$ cat config.mk
export PLATFORM = sky130hd
export DESIGN_NAME = sms_therm_enc
export DESIGN_NICKNAME = d
export VERILOG_FILES = /design/src/hdl/sms_therm_enc.sv
export SDC_FILE = /design/constraint.sdc
export NUM_CORES = 1
export LEC_CHECK = 0
export BUFFER_PORTS_ARGS = -buffer_cell sky130_fd_sc_hd__buf_4
export CELL_PAD_IN_SITES_DETAIL_PLACEMENT = 0
export CELL_PAD_IN_SITES_GLOBAL_PLACEMENT = 1
export CORE_MARGIN = 4
export CORE_UTILIZATION = 25
export DETAILED_ROUTE_END_ITERATION = 8
export GPL_TIMING_DRIVEN = 0
export PLACE_DENSITY_LB_ADDON = 0.1
export SETUP_SLACK_MARGIN = 0.05
export SYNTH_ARGS = -nofsm -noshare
export SYNTH_HDL_FRONTEND = slang
export SYNTH_SLANG_ARGS = --single-unit
$ cat constraint.sdc
create_clock -name vclk -period 2.7
set_input_delay 0.135 -clock vclk [all_inputs]
set_output_delay 0.135 -clock vclk [all_outputs]
set_load 0.05 [all_outputs]
$ cat src/hdl/sms_therm_enc.sv
// Counts the ones of a thermometer code by locating its single falling edge.
// Standalone; used by the top level for position lookups.
module sms_therm_enc #(
   parameter int N = 256,
   parameter int W = $clog2(N + 1)
) (
   input  logic [N-1:0] therm,
   output logic [W-1:0] ones
);
   always_comb begin
      ones = '0;
      for (int i = 0; i < N; i++) begin
         if (therm[i] && (i == N - 1 || !therm[(i + 1) % N])) begin
            ones = ones | W'(i + 1);
         end
      end
   end
endmodule

# --- After elaboration in Yosys (flattened, before gate mapping) ---
# Index checks and enable logic that the tools add are counted.
# W data, S select, Z words.
word_totals:
  elab_cells: 766
  in_bits: 256
  ff_bits: 0
  output_inout_bits: 9
op_classes:
  reduce_logical: 510
  n_mux: 256
ops:
  columns: ["cell", "n"]
  rows:
  - ["$mux W8", 128]
  - ["$mux W7", 64]
  - ["$logic_and A1 B1 Y1", 255]
  - ["$logic_not A1 Y1", 255]
  - ["$mux W6", 32]
  - ["$mux W5", 16]
  - ["$mux W4", 8]
  - ["$mux W3", 4]
  - ["$mux W9", 1]
  - ["$mux W2", 2]
  - ["$mux W1", 1]

# --- Depth between registers and ports, before layout ---
# Gate-level depths: netlist of the first run.
logic_depth:
  depth_word: 258
  ltp_mapped: 6
  ltp_nobuf: 6

# --- Worst setup path after synthesis of the first run ---
# OpenSTA, ideal clock, no wires.
synth_path:
  kind: "input to output"
  from: "in therm[188]"
  to: "out ones[2]"
  n_path_buf: 0
  slack_ns: 0.910
  arrival_time_ns: 1.655
  path_stages: 6
  t_required_ns: 2.565
  path_cell_list: "nand2b_1 -> o21ai_0 -> or4_4 -> nand4b_4 -> nor4_2 -> nand3_1"
synth_between:
  elab_chain_cells: 71
  word_cells_on_any_way: 72
  cone_classes: "69 x mux; 3 x reduce/logical"
synth_lines:
  columns: ["element", "line_no", "rtl"]
  rows:
  - ["from (decl)", "7", "input logic [N-1:0] therm,"]
  - ["$logic_not A1 Y1", "13", "if (therm[i] && (i == N - 1 || !therm[(i + 1) % N])) begin"]
  - ["$logic_and A1 B1 Y1", "13", null]
  - ["$mux W8", "13", null]
  - ["$mux W8 (*) (67 in series)", "13", null]
  - ["$mux W9 (*)", "13", null]
  - ["to (decl)", "8", "output logic [W-1:0] ones"]
# Every way passes the cells marked *; elsewhere a longest branch is shown, timed or not.

# --- Final worst setup path of the first run ---
layout_path:
  from: "in therm[252]"
  to: "out ones[0]"
layout_between:
  elab_chain_cells: 5
layout_lines:
  columns: ["element", "line_no"]
  rows:
  - ["$logic_and A1 B1 Y1", "13"]
  - ["$mux W8 (3 in series)", "13"]
  - ["$mux W9", "13"]
# Every way passes these cells.

==> results of run 1 <==
## worst max-delay path by stage
stage               startpoint  endpoint  slack (ns)  depth (start not counted)
floorplan           therm[188]   ones[2]        0.91                          6
CTS                 therm[255]   ones[0]        0.29                          8
detailed placement  therm[255]   ones[0]        0.30                          8
global route        therm[253]   ones[0]        0.09                          8
global placement    therm[253]   ones[0]        0.27                          8
finish              therm[252]   ones[0]        0.25                          8
## cell usage after synthesis, drive strengths merged (2+ instances only)
cell	number	share of area
inv	112	0.15
nand2b	64	0.14
o21ai	58	0.10
nor4	35	0.082
nor2b	32	0.071
nor2	26	0.034
nand4	24	0.053
nand2	22	0.029
nor3	21	0.037
nand3	19	0.034
a21oi	16	0.028
a22o	11	0.034
o22ai	10	0.022
a2111oi	8	0.031
a221oi	8	0.025
a21o	5	0.013
o2111ai	5	0.015
or4	5	0.015
nor4b	4	0.012
a21boi	3	0.0079
o2bb2ai	3	0.0093
and2b	2	0.0057
nand4b	2	0.011
or2b	2	0.0053
## layer usage
metal / track usage / vias up / wire length [um] / part of all wire
li1: - / 2343 / - / -
met1: 0.368 / 2316 / 8180 / 0.40
met2: 0.499 / 302 / 9740 / 0.48
met3: 0.0608 / 31 / 1950 / 0.096
met4: 0.0515 / 0 / 426 / 0.021
met5: 0 / - / 0 / 0
## layout make-up
class | count | share of cell area
Inverter | 112 | 0.0841
Timing Repair Buffer | 265 | 0.398
Buffer | 1 | 0.00150
Tap cell | 140 | 0.0351
Multi-Input combinational cell | 394 | 0.481
## report_power, final
part	internal, mW	total [mW]	switching, mW
Clock	0	0	0
Sequential	0	0	0
Combinational	0.386	0.780	0.394
## worst min-delay path, delay by kind of cell
kind	cells	cell delay [ns]
buffers and inverters	3	0.35
## per-stage QoR
stage / instance area, sq um / hold WS (ns) / setup slack, ns
after floorplan: 2830 / 0.437 / 0.910
after global placement: 5000 / 0.622 / 0.267
after detailed placement: 5000 / 0.621 / 0.300
after CTS: 5000 / 0.623 / 0.295
after global routing: 5000 / 0.634 / 0.0933
final: 5000 / 0.621 / 0.246
## logic make-up (layout without fill, tap and decap cells)
| logic type | Yosys count | in the layout | share of synthesized area |
|---|---|---|---|
| and+or+nand+nor | 261 | 261 | 0.540 |
| AOI/OAI and AO/OA | 133 | 133 | 0.309 |
| buffers and inverters | 113 | 378 | 0.151 |
==> results.md, run 1 <==
Logic synthesis:
- The number of different library cells used by synthesis comes to 44.
- In this run the cell area of the synthesized design comes to 0.00283 sq mm.
- The number of warnings issued by yosys is 0.
- For this run, the register share of the synthesized area comes to 0.
- In this run the mean area of a mapped cell was roughly 5.6 sq um.
- After technology mapping, the gate count stands at 507.
- The synthesized net count is 763.

Power and ir drop:
- For this design the static power due to leakage is 2.57 nW.
- The power density over the cells is 156 mW/mm^2.
- The completed layout was analyzed and its total power is 780 uW.
- The peak ir drop on the vdd network is roughly 0.000065 V.

Layout:
- The clock buffers instantiated in the layout total 0.
- In the final layout, the multi-input gates occupy 0.00240 sq mm.
- The library cell used most frequently in the layout, excluding fill and tap cells, is sky130_fd_sc_hd__buf_4.
- The area occupied by registers is 0 sq um.
- The top cell types in the final layout, fill and taps aside, are sky130_fd_sc_hd__buf_4, sky130_fd_sc_hd__inv_1, sky130_fd_sc_hd__nand2b_1.
- The number of flip-flops and latches is 0.
- Of the cells placed in the final design, the portion with a size suffix greater than 1 is 0.358.
- The count of non-filler cells in the finished layout is 912.
- Measured on the finished design, the core utilization comes to 0.455.
- The layout-stage area growth over the synthesis result is 76.4%.
- The net count of the finished layout is 1030.
- The repair_antennas step left the layout with diodes totalling 0.
- The filler cells instantiated in the layout total 1201.

Clock network:
- The number of buffers added for setup after CTS is 0.
- In this run, post-CTS hold repair placed 0 buffers.
- After clock tree synthesis, the repair step resized 0 gates.

Route:
- The number of iterations in the first detailed-routing pass is 5.
- The detailed router finished its first iteration with 343 violations.
- The via density per instance is 5.47.
- The routed wire length is 20300 um.
- The number of vias in the routed layout is 4992.
- In the final routed layout, each cell accounts on average for approximately 22 um.
- The DRC violations left is 0.
- The detail route stage leaves a number of antenna-violating nets equal to 0.

Timing:
- The accumulated negative setup slack is 0 ns.
- The highest clock rate is slightly above 400 MHz.
- Subtracting the final worst setup slack from the clock period gives between 2 and 2.5 ns.
- The share of the clock period used by the worst path is 0.909.
- The count of final max-slew check failures is 0.
- The slew at the pin with the worst max-slew slack is 0.816 ns.
- The number of endpoints with negative hold slack in the final report is 0.
- The worst slew slack as a fraction of its limit is 0.442.
- The count of endpoints failing setup in the final report is 0.
- Setup repair after global routing left no endpoint under its margin.

Hold path:
- The worst hold-check path type is primary input to primary output.
- For hold timing, the worst endpoint is ones[8].
- The worst hold path passes through 3 cells.
- The launch instance of the worst min-delay path is therm[255].

GRT:
- The number of antenna violations at the first check in global routing is 0.
- Summed over all layers, the global routing overflow is 0.
- The wire length of the first global-routing pass is 28700 um.
- The number of global-route vias before repair came to 5211.
- The largest net degree at the start of global routing is 5.
- For this run, the total global-route usage over all layers was measured as 0.287.

Die:
- The I/O pin total is 265.
- The area enclosed by the die boundary is approximately 0.013 sq mm.
- The chip width is between 100 and 150 um.
- The die is approximately 110 um tall.
- After floorplanning, the core was sized to cover 0.0110 sq mm.
- The effective utilization at floorplan is 0.258.
- The floorplan has 38 rows.

Place:
- At the end of routability-driven placement, the weighted congestion stood at roughly 0.95.
- The number of placed instances with taps included is a little over 900.
- The placed wire-length estimate after detailed placement is between 15000 and 20000 um.
- During placement, the flow inserted port buffers numbering 265.

Worst setup path:
- The critical path data arrival time is approximately 2.3 ns.
- On the worst path, the slowest cell contributes a delay of 0.77 ns.
- Counting stages on the worst path, the most repeated cell is sky130_fd_sc_hd__buf_4.
- The kind of critical path is primary input to primary output.
- The family with the most delay on the worst path is simple AND/OR/NAND/NOR gates.
- The required time of the critical path is between 2 and 3 ns.
- Traced cell by cell, the critical path runs through buf_4, nand2b_1, o21ai_0, nor4_1, nand4_1, nor3_1, nand3_1, buf_4.
- The number of buffer and inverter instances along the worst setup path is 2.
- The maximum net fanout on the critical path is 2.
- The nature of the critical path startpoint is a primary input.
- The type of destination of the critical path is a primary output.
- The slowest stage of the critical path is the sky130_fd_sc_hd__nor4_1 cell.

Run status:
- The flow ran to the end, and the final reports show no timing, DRC or antenna violations.

Run:
- The number of maximum-capacitance constraint violations is 0.
Note: power is estimated with default switching activity, not from simulation.
==> run 2, diff against run 1 <==
--- a/config.mk
+++ b/config.mk
@@ -12,6 +12,7 @@
 export CORE_UTILIZATION = 25
 export DETAILED_ROUTE_END_ITERATION = 8
 export GPL_TIMING_DRIVEN = 0
+export MAX_ROUTING_LAYER = met4
 export PLACE_DENSITY_LB_ADDON = 0.1
 export SETUP_SLACK_MARGIN = 0.05
 export SYNTH_ARGS = -nofsm -noshare
==> constraint.sdc (replaced) <==
create_clock -name vclk -period 2.86
set_input_delay 0.143 -clock vclk [all_inputs]
set_output_delay 0.143 -clock vclk [all_outputs]
set_load 0.05 [all_outputs]
==> results.md, run 2 (synthesis results as in run 1) <==
Layout:
- The area occupied by registers came to 0 sq um (unchanged).
- The fraction of final layout cells sized beyond drive strength 1 came to 0.358 (unchanged).
- The number of flip-flops and latches is 0 (unchanged).
- The count of non-filler cells in the finished layout is 912 (unchanged).
- The fraction of the core area covered by cells at the end of the flow was 0.455 (unchanged).
- The number of antenna diodes is 0 (unchanged).
- The layout-stage area growth over the synthesis result came to 76.4% (unchanged).
- The fill cell total of the finished layout was 1164 (-3.1%).
- The design area was 0.00500 sq mm (unchanged).
- The layout clock buffer count is 0 (unchanged).
- The most common cell after layout, fill and taps aside is sky130_fd_sc_hd__buf_4.
- Leaving out fill and tap cells, the most frequent cells in the layout are sky130_fd_sc_hd__buf_4, sky130_fd_sc_hd__inv_1, sky130_fd_sc_hd__nand2b_1.
- The net count of the finished layout was 1030 (unchanged).

Die:
- The number of rows created at floorplan is 38 (unchanged).
- The area enclosed by the die boundary was 0.0131 sq mm (unchanged).
- The I/O pin total came to 265 (unchanged).
- The chip width is 114 um (unchanged).
- The standard cell core area is 0.0110 sq mm (unchanged).
- The effective utilization at floorplan is 0.258 (unchanged).
- The overall die height was 114 um (unchanged).

Timing:
- The worst slew slack as a fraction of its limit is 0.424 (-0.0176).
- The count of endpoints failing setup in the final report was 0 (unchanged).
- The worst path in the final design needs a cycle of 2.55 ns, including I/O delays and setup.
- The highest clock rate is a little under 400 MHz.
- The worst setup slack after layout is 0.310 ns (+0.0645 ns).
- The slew at the pin with the worst max-slew slack is 0.856 ns (+0.0396 ns).
- The accumulated negative setup slack is 0 ns (unchanged).
- Setup repair after global routing left no endpoint under its margin.
- The share of the clock period used by the worst path is 0.891.
- The number of endpoints with negative hold slack in the final report is 0 (unchanged).
- The count of final max-slew check failures is 0 (unchanged).

Route:
- The via density per instance is 5.41 (-1.2%).
- The detailed router's first-iteration violation count is 412 (+20%).
- The number of iterations in the first detailed-routing pass is 5 (unchanged).
- The routed wire length was 20200 um (-0.43%).
- The average wire per standard cell is 22.2 um (-0.43%).
- The DRC violations left is 0 (unchanged).
- The number of vias in the routed layout is 4931 (-1.2%).
- The number of routed nets with antenna violations came to 0 (unchanged).

Power and ir drop:
- The peak ir drop on the vdd network came to 0.0000682 V (+4.2%).
- The leakage power was 2.57 nW (unchanged).
- The power density over the cells is 148 mW/mm^2 (-5.2%).

Clock network:
- The count of hold buffers inserted by post-cts repair is 0 (unchanged).
- The post-CTS resize count is 0 (unchanged).
- The number of buffers added for setup after CTS is 0 (unchanged).

Place:
- The final weighted congestion of routability-driven global placement is 0.981 (+3.5%).
- The total placed instance area was 0.00500 sq mm (unchanged).
- The placed wire-length estimate after detailed placement came to 18800 um (about the same).
- The post-placement worst setup slack is 0.416 ns (+0.116 ns).
- The number of placed instances with taps included was 912 (unchanged).
- The number of buffers added on ports was 265 (unchanged).

Worst setup path:
- Traced cell by cell, the critical path runs through buf_4, nand2b_1, o21ai_0, nor4_1, nand4_1, nor3_1, nand3_1, buf_4.
- The most numerous cell type found on the critical path is sky130_fd_sc_hd__buf_4.
- The type of destination of the critical path is a primary output.
- The maximum net fanout on the critical path came to 2 (unchanged).
- The delay of the slowest cell on the worst path is 0.80 ns (+0.03 ns).
- The kind of critical path is primary input to primary output.
- The required time of the critical path came to 2.72 ns (+0.15 ns).
- The worst setup path is launched from a primary input.
- The largest individual stage delay along the critical path comes from the cell sky130_fd_sc_hd__nor4_1.
- The critical path data arrival time came to 2.41 ns (+0.09 ns).

Run status:
- The run finished with clean final reports.

Hold path:
- The worst hold path cell count was 3 (unchanged).
- In this run the worst hold path is classified as primary input to primary output.
- In this run the most critical hold path is launched from therm[255].
- The worst hold endpoint is ones[8].

GRT:
- The largest net degree at the start of global routing is 5 (unchanged).
- The residual overflow from global routing is 0 (unchanged).
- The global-route total usage across every layer came to 0.297 (+0.00937).
- The wire length of the first global-routing pass is 28800 um (+0.43%).
- The number of global-route vias before repair came to 5119 (-1.8%).
- The number of antenna violations at the first check in global routing came to 0 (unchanged).

Run:
- The number of maximum-capacitance constraint violations is 0 (unchanged).
[run 2: cell counts in the layout (fill, tap and decap cells not counted)]
Identical to the previous run, type by type.
[run 2: critical path, delay by kind of cell]
family | cells | cell delay (ns)
compound gates | 1 | 0.19
buf+inv | 2 | 0.36
simple gates | 5 | 1.72
[run 2: cell type report]
| type | instances | area, sq um | share of cell area |
|---|---|---|---|
| well taps | 140 | 175 | 0.0351 |
| inverters | 112 | 420 | 0.0841 |
| multi-input cells | 394 | 2400 | 0.481 |
| plain buffers | 1 | 7.51 | 0.00150 |
| repair buffers | 265 | 1990 | 0.398 |
[run 2: worst max path at each step]
stage               startpoint       to  slack (ns)  cells after the start
floorplan           therm[188]  ones[2]        1.05                      6
global placement    therm[253]  ones[0]        0.40                      8
detailed placement  therm[252]  ones[0]        0.42                      8
CTS                 therm[252]  ones[0]        0.42                      8
global route        therm[253]  ones[0]        0.22                      8
finish              therm[252]  ones[0]        0.31                      8
[run 2: metal layers]
metal  up-vias  global-route usage  wire length [um]
met1      2288               0.376              8320
met2       277               0.507              9690
met4         0              0.0356               333
met3        22              0.0529              1880
met5         -                   -                 0
li1       2344                   -                 -
[run 2: power by group]
group	internal [mW]	switching, mW
Sequential	0	0
Combinational	0.365	0.374
Clock	0	0
Total	0.365	0.374
[run 2: stage by stage]
step	hold WS, ns	total power, mW
floorplan	0.453	0.270
global placement	0.637	0.729
detailed placement	0.637	0.724
CTS	0.638	0.728
global route	0.648	0.790
finish	0.635	0.739
