**src/hdl/sms_pkg.sv**
```systemverilog
// Shared types and constants of the sorted multiset store.
// Used by the channel interfaces, the cell and the top level.
package sms_pkg;

   localparam int CAPACITY_DEF = 256;
   localparam int MATCH_W      = 9;
   localparam int MATCH_MAX    = 511;

   typedef enum logic [1:0] {
      OP_INSERT = 2'd0,
      OP_ERASE  = 2'd1,
      OP_SEARCH = 2'd2,
      OP_RANGE  = 2'd3
   } op_type;

   typedef enum logic [1:0] {
      ST_DONE   = 2'd0,
      ST_FULL   = 2'd1,
      ST_ABSENT = 2'd2
   } status_type;

   typedef enum logic [2:0] {
      S_IDLE = 3'b001,
      S_CMP  = 3'b010,
      S_RES  = 3'b100
   } fsm_type;

   // Broadcast from the sequencer to every cell of the chain.
   typedef struct packed {
      logic               load;
      logic               ins;
      logic               del;
      logic signed [31:0] key;
      logic signed [31:0] key_high;
   } cell_ctrl_type;

   // Comparison results that each cell holds for the current request.
   typedef struct packed {
      logic le_k;
      logic lt_k;
      logic le_kh;
   } cell_flags_type;

endpackage

```
**src/hdl/sms_cell.sv**
```systemverilog
// One cell of the sorted key chain: holds one key and its comparison flags.
// Depends on sms_pkg for the control and flag structs.
module sms_cell (
   input  logic                    clock,
   input  logic                    reset,
   input  sms_pkg::cell_ctrl_type  ctrl,
   input  logic                    occ,
   input  logic signed [31:0]      left_key,
   input  logic                    left_le,
   input  logic signed [31:0]      right_key,
   output logic signed [31:0]      key_out,
   output sms_pkg::cell_flags_type flags_out
);
   import sms_pkg::*;

   logic signed [31:0] key_ff, key_in;
   cell_flags_type     flags_ff, flags_in;

   always_comb begin
      flags_in.le_k  = occ && (key_ff <= ctrl.key);
      flags_in.lt_k  = occ && (key_ff <  ctrl.key);
      flags_in.le_kh = occ && (key_ff <= ctrl.key_high);
   end

   // Insert moves every key above the slot one cell right; erase moves every
   // key from the removed one onward one cell left.
   always_comb begin
      key_in = key_ff;
      if (ctrl.ins) begin
         if (!flags_ff.le_k) begin
            key_in = left_le ? ctrl.key : left_key;
         end
      end else if (ctrl.del) begin
         if (!flags_ff.lt_k) begin
            key_in = right_key;
         end
      end
   end

   always_ff @(posedge clock) begin
      if (reset) begin
         flags_ff <= '0;
      end else if (ctrl.load) begin
         flags_ff <= flags_in;
      end
   end

   always_ff @(posedge clock) begin
      key_ff <= key_in;
   end

   assign key_out   = key_ff;
   assign flags_out = flags_ff;
endmodule

```
**config.mk**
```make
export PLATFORM = sky130hd
export DESIGN_NAME = sms_cell
export DESIGN_NICKNAME = d
export VERILOG_FILES = /design/src/hdl/sms_pkg.sv /design/src/hdl/sms_cell.sv
export SDC_FILE = /design/constraint.sdc
export NUM_CORES = 1
export LEC_CHECK = 0
export BUFFER_PORTS_ARGS = -buffer_cell sky130_fd_sc_hd__buf_2
export CORE_MARGIN = 1
export CORE_UTILIZATION = 42
export CTS_CLUSTER_DIAMETER = 200
export CTS_CLUSTER_SIZE = 8
export DETAILED_ROUTE_END_ITERATION = 6
export GPL_ROUTABILITY_DRIVEN = 0
export PLACE_DENSITY_LB_ADDON = 0.08
export SLEW_MARGIN = 40
export SYNTH_ARGS = -nofsm -noshare
export SYNTH_HDL_FRONTEND = slang
export SYNTH_SLANG_ARGS = --single-unit
```
**constraint.sdc**
```tcl
create_clock -name clock -period 3.1 [get_ports clock]
set_input_delay 0.31 -clock clock [delete_from_list [all_inputs] [get_ports clock]]
set_output_delay 0.31 -clock clock [all_outputs]
set_load 0.01 [all_outputs]
```
; After elaboration in Yosys (flattened, before gate mapping)
; Index checks and enable logic that the tools add are counted.
[word_totals]
output_inout_bits = 35
ff_bits = 35
elab_cells = 19
in_bits = 135
[classes]
eq_ne = 2
order_cmp = 3
n_mux = 5
n_reduce_logical = 5
[op_table]
columns = cell, count
row1 = two-way mux 32 bit, 5
row2 = <= comparator 32 bit, 2
row3 = < comparator 32 bit, 1
row4 = "!= test 2 bit, second input constant", 2
row5 = logical AND 1 bit, 3
row6 = AND reduction 3 bit, 1
row7 = nonzero test 2 bit, 1

; Depth between registers and ports, before layout
; Gate-level depths: netlist (run 1).
[logic_depth]
word_depth = 3
depth_mapped = 8
mapped_depth_nobuf = 8

; Worst setup path before layout (run 1)
; No wires, ideal clock.
[synth_path]
path_kind = input to register
from = input port ctrl[65] in the netlist's numbering
to = register key_ff[0] (netlist: key_out[0]) (enable)
path_slack_ps = -271
path_buffers = 1
cell_stages = 3
arrival_time_ps = 2906
required_ps = 2634
setup_time_ps = 466
path_cell_list = clkbuf_1 -> inv_1 -> o21ai_0
[synth_between]
elab_chain_len = 2
elab_cells_between_ends = 4
classes_between = eq/ne (2) / reduce/logical (2)
[synth_rtl]
columns = element, line_no
row1 = from (decl), sms_cell.sv:6  ; input sms_pkg::cell_ctrl_type ctrl,
row2 = != test 2 bit (no source line) or nonzero test 2 bit (tied branches), --
row3 = AND reduction 3 bit (no source line) (*), --
row4 = to (signal assigned), sms_cell.sv:49  ; key_ff <= key_in;
row5 = to (decl), sms_cell.sv:16  ; logic signed [31:0] key_ff, key_in;
; Every way passes the cells marked *; elsewhere a longest branch is shown, timed or not.
; A chain may end at the register's enable or synchronous reset.

; Worst setup path after layout (run 1)
[layout_path]
from = register key_ff[31] (netlist: key_out[31])
to = register flags_ff (netlist bit flags_out[2])
[layout_between]
elab_chain_len = 2
[layout_rtl]
columns = element, line_no
row1 = <= comparator 32 bit, sms_cell.sv:20  ; flags_in.le_k = occ && (key_ff <= ctrl.key);
row2 = logical AND 1 bit, sms_cell.sv:20
row3 = to (signal assigned), sms_cell.sv:44  ; flags_ff <= flags_in;
row4 = to (decl), sms_cell.sv:17  ; cell_flags_type flags_ff, flags_in;
; Every way passes these cells.

==> reports/results.txt, run 1 <==
Status: completed
Minimum clock period: 2.166 ns
Post-Route WL: 8.592 mm
IO Port Bufs: 169
Least-Margin Pin Slew: 0.5997 ns
DP HPWL: 7.207 mm
Achievable frequency: 461.7 MHz
Post-CTS setup buffers: 0
Hold crit path type: input port to flip-flop
Vias in the first global route: 3093
Mean instance size in the synthesized netlist: 8.729 um^2
CTS root buffer: clkbuf_8
Sequential share of the synthesized area: 30.30%
Post-route setup TNS: 0 ns
Crit end category: flip-flop
Yosys reg bits: 35
Clk sink count: 35
Row cnt: 32
Total of max-cap violations: 0
Crit start category: flip-flop
Clk slew on worst S/H paths: 0.07 ns
Worst-path fanout max: 4
Share of layout cells above drive strength 1: 32.85%
Vias/cell: 4.951
Slew Limit Headroom: 60.02%
Fin crit share: 69.87%
Antenna viol nets, final: 0
Most common cell after layout, fill and taps aside: buf_2
Hold Buf Count CTS: 0
Yosys warnings: 0
Core Footprint: 7727 um^2
CTS tree: yes
Antenna diode count: 0
GRT Total Usage: 21.01%
R2r setup slk: 0.93 ns
Post-Syn Instances: 386
GR Overflow Total: 0
Area grow syn2layout: 31.82%
Die area: 8385 um^2
Final Slew Violations: 0
WL/cell: 13.10 um
PwrDens: 350.2 nW/um^2
Initial Utilization: 43.60%
Nets@finish: 752
First-pass GRT wire length: 14.01 mm
CTS max path bufs: 2
DRC violations left: 0
Clock latency on the worst-skew pair: 0.29 ns
Die width: 91.57 um
Mapped cell area: 3369 um^2
RSZ-0062 raised after global routing: no
Crit path kind: flip-flop to flip-flop
Final hold vios: 0
Drt first pass iters: 4
H-tree Lvls: 2
Largest net degree at the start of global routing: 35
DR iter-0 viols: 66
Antenna violations before repair: 0
Post-synth net total: 585
Final setup vio count: 0
Commonest cells after routing, fill and taps aside: buf_2 (168), inv_1 (68), ha_1 (64)
WP data arrival: 2.40 ns
Synth unique cells: 32
Req. time, crit path: 3.33 ns
Final Skew: 0.004628 ns
Post-cts sizing count: 0
Fin util: 57.48%
Total CTS buffers: 5
Die H: 91.57 um
Via count: 3248
I/O pin total: 170
Worst vdd ir: 0.1875 mV
Static leakage: 0.002448 uW
## layout make-up
| cell class | instances | area (um^2) |
|---|---|---|
| clock buffer | 5 | 68.82 |
| clock inverter | 3 | 38.79 |
| fill | 741 | 3286 |
| sequential | 35 | 1021 |
| timing repair buffer | 171 | 870.8 |
| inverter | 68 | 255.2 |
| tap | 102 | 127.6 |
| multi-input combinational | 272 | 2059 |
## cell usage after synthesis (all sizes together)
cell type	count	area, um^2
nand3	8	40.04
a21o	5	37.54
ha	64	800.8
a221oi	1	8.760
clkbuf	8	30.03
a22oi	1	7.510
edfxtp	32	960.9
nand4	15	100.1
a21oi	57	289.0
a2111o	1	11.26
or3	2	12.51
a211oi	2	15.01
buf	3	15.01
o211ai	4	30.03
nor3	4	20.02
o21bai	2	15.01
o211a	1	10.01
a211o	1	8.760
dfxtp	3	60.06
o21ai	7	35.03
nand2	14	52.55
mux2i	32	320.3
nor2	40	150.1
nor2b	3	18.77
a221o	2	20.02
and2	1	6.260
inv	68	255.2
nor4	4	31.28
nand3b	1	7.510
## worst paths after layout
path | start | endpoint | cells past startpoint
hold / removal | right_key[26] | key_out[26]$_DFFE_PP_ | 3
setup / recovery | key_out[31]$_DFFE_PP_ | flags_out[2]$_SDFFE_PP0P_ | 7
hold reg to reg | flags_out[0]$_SDFFE_PP0P_ | flags_out[0]$_SDFFE_PP0P_ | 1
setup reg to reg | key_out[31]$_DFFE_PP_ | flags_out[2]$_SDFFE_PP0P_ | 7
## cells by family (layout without fill, tap and decap cells)
kind of cell	after synthesis	after routing	synth area share (%)
AO/OA/AOI/OAI	84	84	14.48
adder cells (fa/ha/maj)	64	64	23.77
AND/OR/NAND/NOR	92	92	13.03
multiplexers	32	32	9.506
flip-flops	35	35	30.30
buffers and inverters	79	247	8.912
## sequential cells by signal, summed over array words and instances, names as in the netlist
register,cells
key_out,32
flags_out,3
## worst max-delay path, stage by stage (launching register included)
cell	delay [ns]
edfxtp_1	0.43
ha_1	0.39
nand4_2	0.17
nor4_2	0.34
nand4_1	0.21
nor4_1	0.38
o21bai_1	0.11
nand3_1	0.07
## per-layer routing
| metal | GRT usage (%) | routed length [um] |
|---|---|---|
| met1 | 27.98 | 4116 |
| met2 | 35.03 | 3824 |
| met3 | 4.271 | 579 |
| met4 | 4.497 | 71 |
| met5 | 0 | 0 |
## through the flow
| stage | worst slack, ns | hold WS, ns | power, uW | cell area, um^2 | cells |
|---|---|---|---|---|---|
| finish | 0.9339 | 0.3345 | 1555 | 4442 | 656 |
| global route | 0.7151 | 0.3298 | 1667 | 4442 | 656 |
| CTS | 0.9234 | 0.3266 | 1572 | 4442 | 656 |
| detailed placement | 0.9049 | 0.4958 | 1160 | 4334 | 648 |
| global placement | 0.8906 | 0.4747 | 1142 | 4317 | 647 |
| floorplan | 0.5897 | 0.4996 | 934.0 | 3369 | 386 |
## report_power, final
group,internal [uW],switching [uW]
Clock,236,173
Combinational,248,281
Sequential,578,40.1
Note: power is estimated with default switching activity, not from simulation.
==> run 2: changes to the inputs <==
--- a/config.mk
+++ b/config.mk
@@ -7,7 +7,7 @@
 export LEC_CHECK = 0
 export BUFFER_PORTS_ARGS = -buffer_cell sky130_fd_sc_hd__buf_2
 export CORE_MARGIN = 1
-export CORE_UTILIZATION = 42
+export CORE_UTILIZATION = 47
 export CTS_CLUSTER_DIAMETER = 200
 export CTS_CLUSTER_SIZE = 8
 export DETAILED_ROUTE_END_ITERATION = 6
==> constraint.sdc (replaced) <==
create_clock -name clock -period 2.15 [get_ports clock]
set_input_delay 0.215 -clock clock [delete_from_list [all_inputs] [get_ports clock]]
set_output_delay 0.215 -clock clock [all_outputs]
set_load 0.01 [all_outputs]
==> reports/results.txt, run 2 (same netlist as run 1, synthesis figures left out) <==
CTS tree: yes
GRT Total Usage: 23.36%
CTS root buffer: clkbuf_8
Crit start category: flip-flop
DR iter-0 viols: 93
Row cnt: 30
Status: completed
Crit end category: flip-flop
Vias in the first global route: 3060
DRC violations left: 0
Req. time, crit path: 2.34 ns
Most common cell after layout, fill and taps aside: buf_2
Total of max-cap violations: 0
Static leakage: 0.002472 uW
Share of layout cells above drive strength 1: 34.17%
Die area: 7512 um^2
Die width: 86.67 um
Clk sink count: 35
Area grow syn2layout: 33.83%
Hold Path Depth: 3
Max reg flops: 32
First-pass GRT wire length: 13.57 mm
PwrDens: 484.6 nW/um^2
I/O pin total: 170
Antenna viol nets, final: 0
Final hold vios: 0
Final Slew Violations: 0
GR Overflow Total: 0
Crit path kind: flip-flop to flip-flop
Non-Filler Instances: 655
WL/cell: 13.32 um
IO Port Bufs: 169
Initial Utilization: 49.05%
Core Footprint: 6869 um^2
Post-Route WL: 8.724 mm
WP data arrival: 2.30 ns
CTS max path bufs: 2
Hold crit path type: input port to flip-flop
Slew Limit Headroom: 59.29%
Total CTS buffers: 5
Worst vdd ir: 0.2603 mV
Drt first pass iters: 4
R2R cell count: 7
Final setup vio count: 0
Clk slew on worst S/H paths: 0.08 ns
Antenna diode count: 0
Worst-path fanout max: 3
Fillcell total: 633
Final Cell Area: 4509 um^2
Final Skew: 0.003019 ns
Clock latency on the worst-skew pair: 0.29 ns
Post-placement cell count: 644
Largest net degree at the start of global routing: 65
Hold Buf Count CTS: 0
Fin crit share: 98.13%
Die H: 86.67 um
Achievable frequency: 474.0 MHz
Post-place instance area: 4359 um^2
Nets@finish: 757
Least-Margin Pin Slew: 0.6107 ns
Antenna violations before repair: 0
Via count: 3267
Minimum clock period: 2.110 ns
DP HPWL: 7.309 mm
H-tree Lvls: 2
Vias/cell: 4.988
Commonest cells after routing, fill and taps aside: buf_2 (169), inv_1 (68), ha_1 (62)
[run 2: path summary, 6_finish.rpt]
path / start / end / slack (ns)
worst max-delay path: key_out[29]$_DFFE_PP_ / flags_out[0]$_SDFFE_PP0P_ / 0.04
worst min-delay path: right_key[25] / key_out[25]$_DFFE_PP_ / 0.24
worst max register to register: key_out[29]$_DFFE_PP_ / flags_out[0]$_SDFFE_PP0P_ / 0.04
worst min register to register: flags_out[0]$_SDFFE_PP0P_ / flags_out[0]$_SDFFE_PP0P_ / 0.52
[run 2: per-stage QoR]
stage	TNS (ns)	power, uW	utilization, %	hold slack [ns]	setup WS [ns]
floorplan	0	1346	-	0.4046	0.1974
global placement	0	1648	63.02	0.4873	0.1459
detailed placement	0	1684	63.46	0.4966	0.09509
CTS	0	2182	64.75	0.2279	0.08119
global route	-0.01639	2335	65.65	0.2393	-0.01639
finish	0	2185	65.65	0.2353	0.04012
[run 2: final cells by class]
cell class | instances | area, um^2 | share of cell area [%]
Multi-Input combinational cell | 272 | 2098 | 46.53
Inverter | 68 | 255.2 | 5.660
Timing Repair Buffer | 176 | 925.9 | 20.53
Sequential cell | 35 | 1021 | 22.64
Clock inverter | 3 | 20.02 | 0.4440
Tap cell | 96 | 120.1 | 2.664
Clock buffer | 5 | 68.82 | 1.526
[run 2: what timing repair did]
item / in CTS / in global routing
setup endpoints to repair: 0 / 2
resized for setup: 0 / 4
setup buffers: 0 / 3
[run 2: worst max-delay path, stage by stage (launching register included)]
cell	delay (ns)
edfxtp_1	0.40
buf_4	0.15
ha_1	0.28
nand4_1	0.14
nor4_1	0.46
nor3_1	0.09
o211a_1	0.23
a221o_1	0.25
[run 2: power by group]
group          internal, uW  switching, uW  leakage, uW  total, uW
clock                   226            268    0.0000402        493
sequential              833           59.3     0.000336        892
combinational           380            420      0.00210        800
total                  1440            747      0.00247       2190
[run 2: per-layer routing]
metal | GRT usage [%] | up-vias | wire length, um
met5 | 0 | - | 0
met2 | 42.28 | 93 | 4233
met1 | 28.77 | 1440 | 3971
met3 | 3.905 | 4 | 446
met4 | 5.909 | 0 | 72
li1 | - | 1730 | -
==> run 3: changes to the inputs <==
--- a/config.mk
+++ b/config.mk
@@ -6,8 +6,10 @@
 export NUM_CORES = 1
 export LEC_CHECK = 0
 export BUFFER_PORTS_ARGS = -buffer_cell sky130_fd_sc_hd__buf_2
+export CELL_PAD_IN_SITES_DETAIL_PLACEMENT = 2
+export CELL_PAD_IN_SITES_GLOBAL_PLACEMENT = 2
 export CORE_MARGIN = 1
-export CORE_UTILIZATION = 47
+export CORE_UTILIZATION = 25
 export CTS_CLUSTER_DIAMETER = 200
 export CTS_CLUSTER_SIZE = 8
 export DETAILED_ROUTE_END_ITERATION = 6
==> reports/results.txt, run 3 (same netlist as run 1, synthesis figures left out) <==
Fin util: 36.40%
Static leakage: 0.002545 uW
CTS tree: yes
Fin crit share: 99.11%
Post-placement cell count: 730
Die width: 118.1 um
Final Skew: 0.008987 ns
Total of max-cap violations: 0
Clk slew on worst S/H paths: 0.06 ns
Crit end category: flip-flop
Commonest cells after routing, fill and taps aside: buf_2 (169), inv_1 (68), ha_1 (58)
H-tree Lvls: 2
Most common cell after layout, fill and taps aside: buf_2
Fillcell total: 1525
Die H: 118.1 um
Max reg flops: 32
Share of layout cells above drive strength 1: 36.38%
GRT Total Usage: 16.76%
GR Overflow Total: 0
CTS max path bufs: 2
Initial Utilization: 25.55%
Clk sink count: 35
IO Port Bufs: 169
Crit path kind: flip-flop to flip-flop
Clock share of power: 29.4%
Clock latency on the worst-skew pair: 0.29 ns
Drt first pass iters: 4
DR iter-0 viols: 73
Antenna diode count: 0
Final Slew Violations: 0
Status: completed
DP HPWL: 9.487 mm
First-pass GRT wire length: 18.29 mm
WL/cell: 15.51 um
Vias in the first global route: 3699
Final setup vio count: 0
Crit start category: flip-flop
RSZ-0062 raised after global routing: yes
CTS root buffer: clkbuf_16
Worst-path fanout max: 3
Antenna violations before repair: 1
P_int: 1668 uW
Core Footprint: 13190 um^2
Area grow syn2layout: 42.48%
Post-Route WL: 11.56 mm
PwrDens: 519.9 nW/um^2
Die area: 13950 um^2
Achievable frequency: 469.3 MHz
Min-delay src: right_key[24]
Switching power: 828.0 uW
Antenna viol nets, final: 0
Total CTS buffers: 5
DRC violations left: 0
Comb pwr share: 34.7%
Largest net degree at the start of global routing: 65
Row cnt: 42
I/O pin total: 170
Req. time, crit path: 2.38 ns
Hold Buf Count CTS: 0
Least-Margin Pin Slew: 0.6468 ns
Final Cell Area: 4801 um^2
Nets@finish: 767
Worst vdd ir: 0.2851 mV
Sequential share of power: 35.9%
Hold crit path type: input port to flip-flop
Crit path from: key_out[11]$_DFFE_PP_
Non-Filler Instances: 745
Via count: 3448
Final hold vios: 0
Minimum clock period: 2.131 ns
Slew Limit Headroom: 56.88%
Vias/cell: 4.628
Sw frac: 33.18%
FF-to-FF Start: key_out[11]$_DFFE_PP_
WP data arrival: 2.36 ns
Post-place instance area: 4489 um^2
==> run 3: worst max-delay path, cell delays in order, from the launching register on <==
cell and delay [ns]:
edfxtp_1 0.47, buf_4 0.19, ha_4 0.21, a21oi_1 0.14, o21ai_0 0.14, a221oi_2 0.29, buf_4 0.15, nor2_1 0.04
a2111o_1 0.36, nand3_1 0.08
==> run 3: worst paths after layout <==
kind | cells after the start | end | slack, ns
hold reg to reg | 1 | flags_out[0]$_SDFFE_PP0P_ | 0.52
hold / removal | 3 | key_out[24]$_DFFE_PP_ | 0.24
setup reg to reg | 9 | flags_out[2]$_SDFFE_PP0P_ | 0.02
setup / recovery | 9 | flags_out[2]$_SDFFE_PP0P_ | 0.02
==> run 3: timing repair <==
item	in CTS	in global routing
pin swaps	0	9
buffers inserted	0	7
resized for setup	1	12
setup endpoints to repair	1	3
==> run 3: final cells by class <==
type                            instances  area, um^2  area share [%]
Clock buffer                            6       128.9           2.684
Clock inverter                          2       8.758          0.1824
Inverter                               68       255.2           5.317
Multi-Input combinational cell        272        2181           45.43
Sequential cell                        35        1021           21.27
Tap cell                              176       220.2           4.587
Timing Repair Buffer                  186       985.9           20.54
==> run 3: power groups by stage <==
stage               logic [uW]  registers [uW]  clock network, uW
CTS                        834             896                772
global placement           808             905                  0
global route               989             906                788
detailed placement         825             910                  0
floorplan                  419             928                  0
finish                     867             896                733
==> run 3: layer usage <==
metal | track usage (%) | part of all wire [%]
met3 | 3.731 | 5.2
met2 | 28.38 | 47
met4 | 4.247 | 1.0
met1 | 21.41 | 47
met5 | 0 | 0.15
==> run 3: per-stage QoR <==
step                power, uW  hold WS (ns)  setup TNS (ns)  setup WS [ns]
global route             2684        0.2427         -0.1100       -0.04053
finish                   2496        0.2392               0        0.01919
detailed placement       1735        0.5058        -0.02794       -0.02794
CTS                      2501        0.2330               0       0.004380
global placement         1713        0.5070               0       0.001044
floorplan                1346        0.4046               0         0.1974
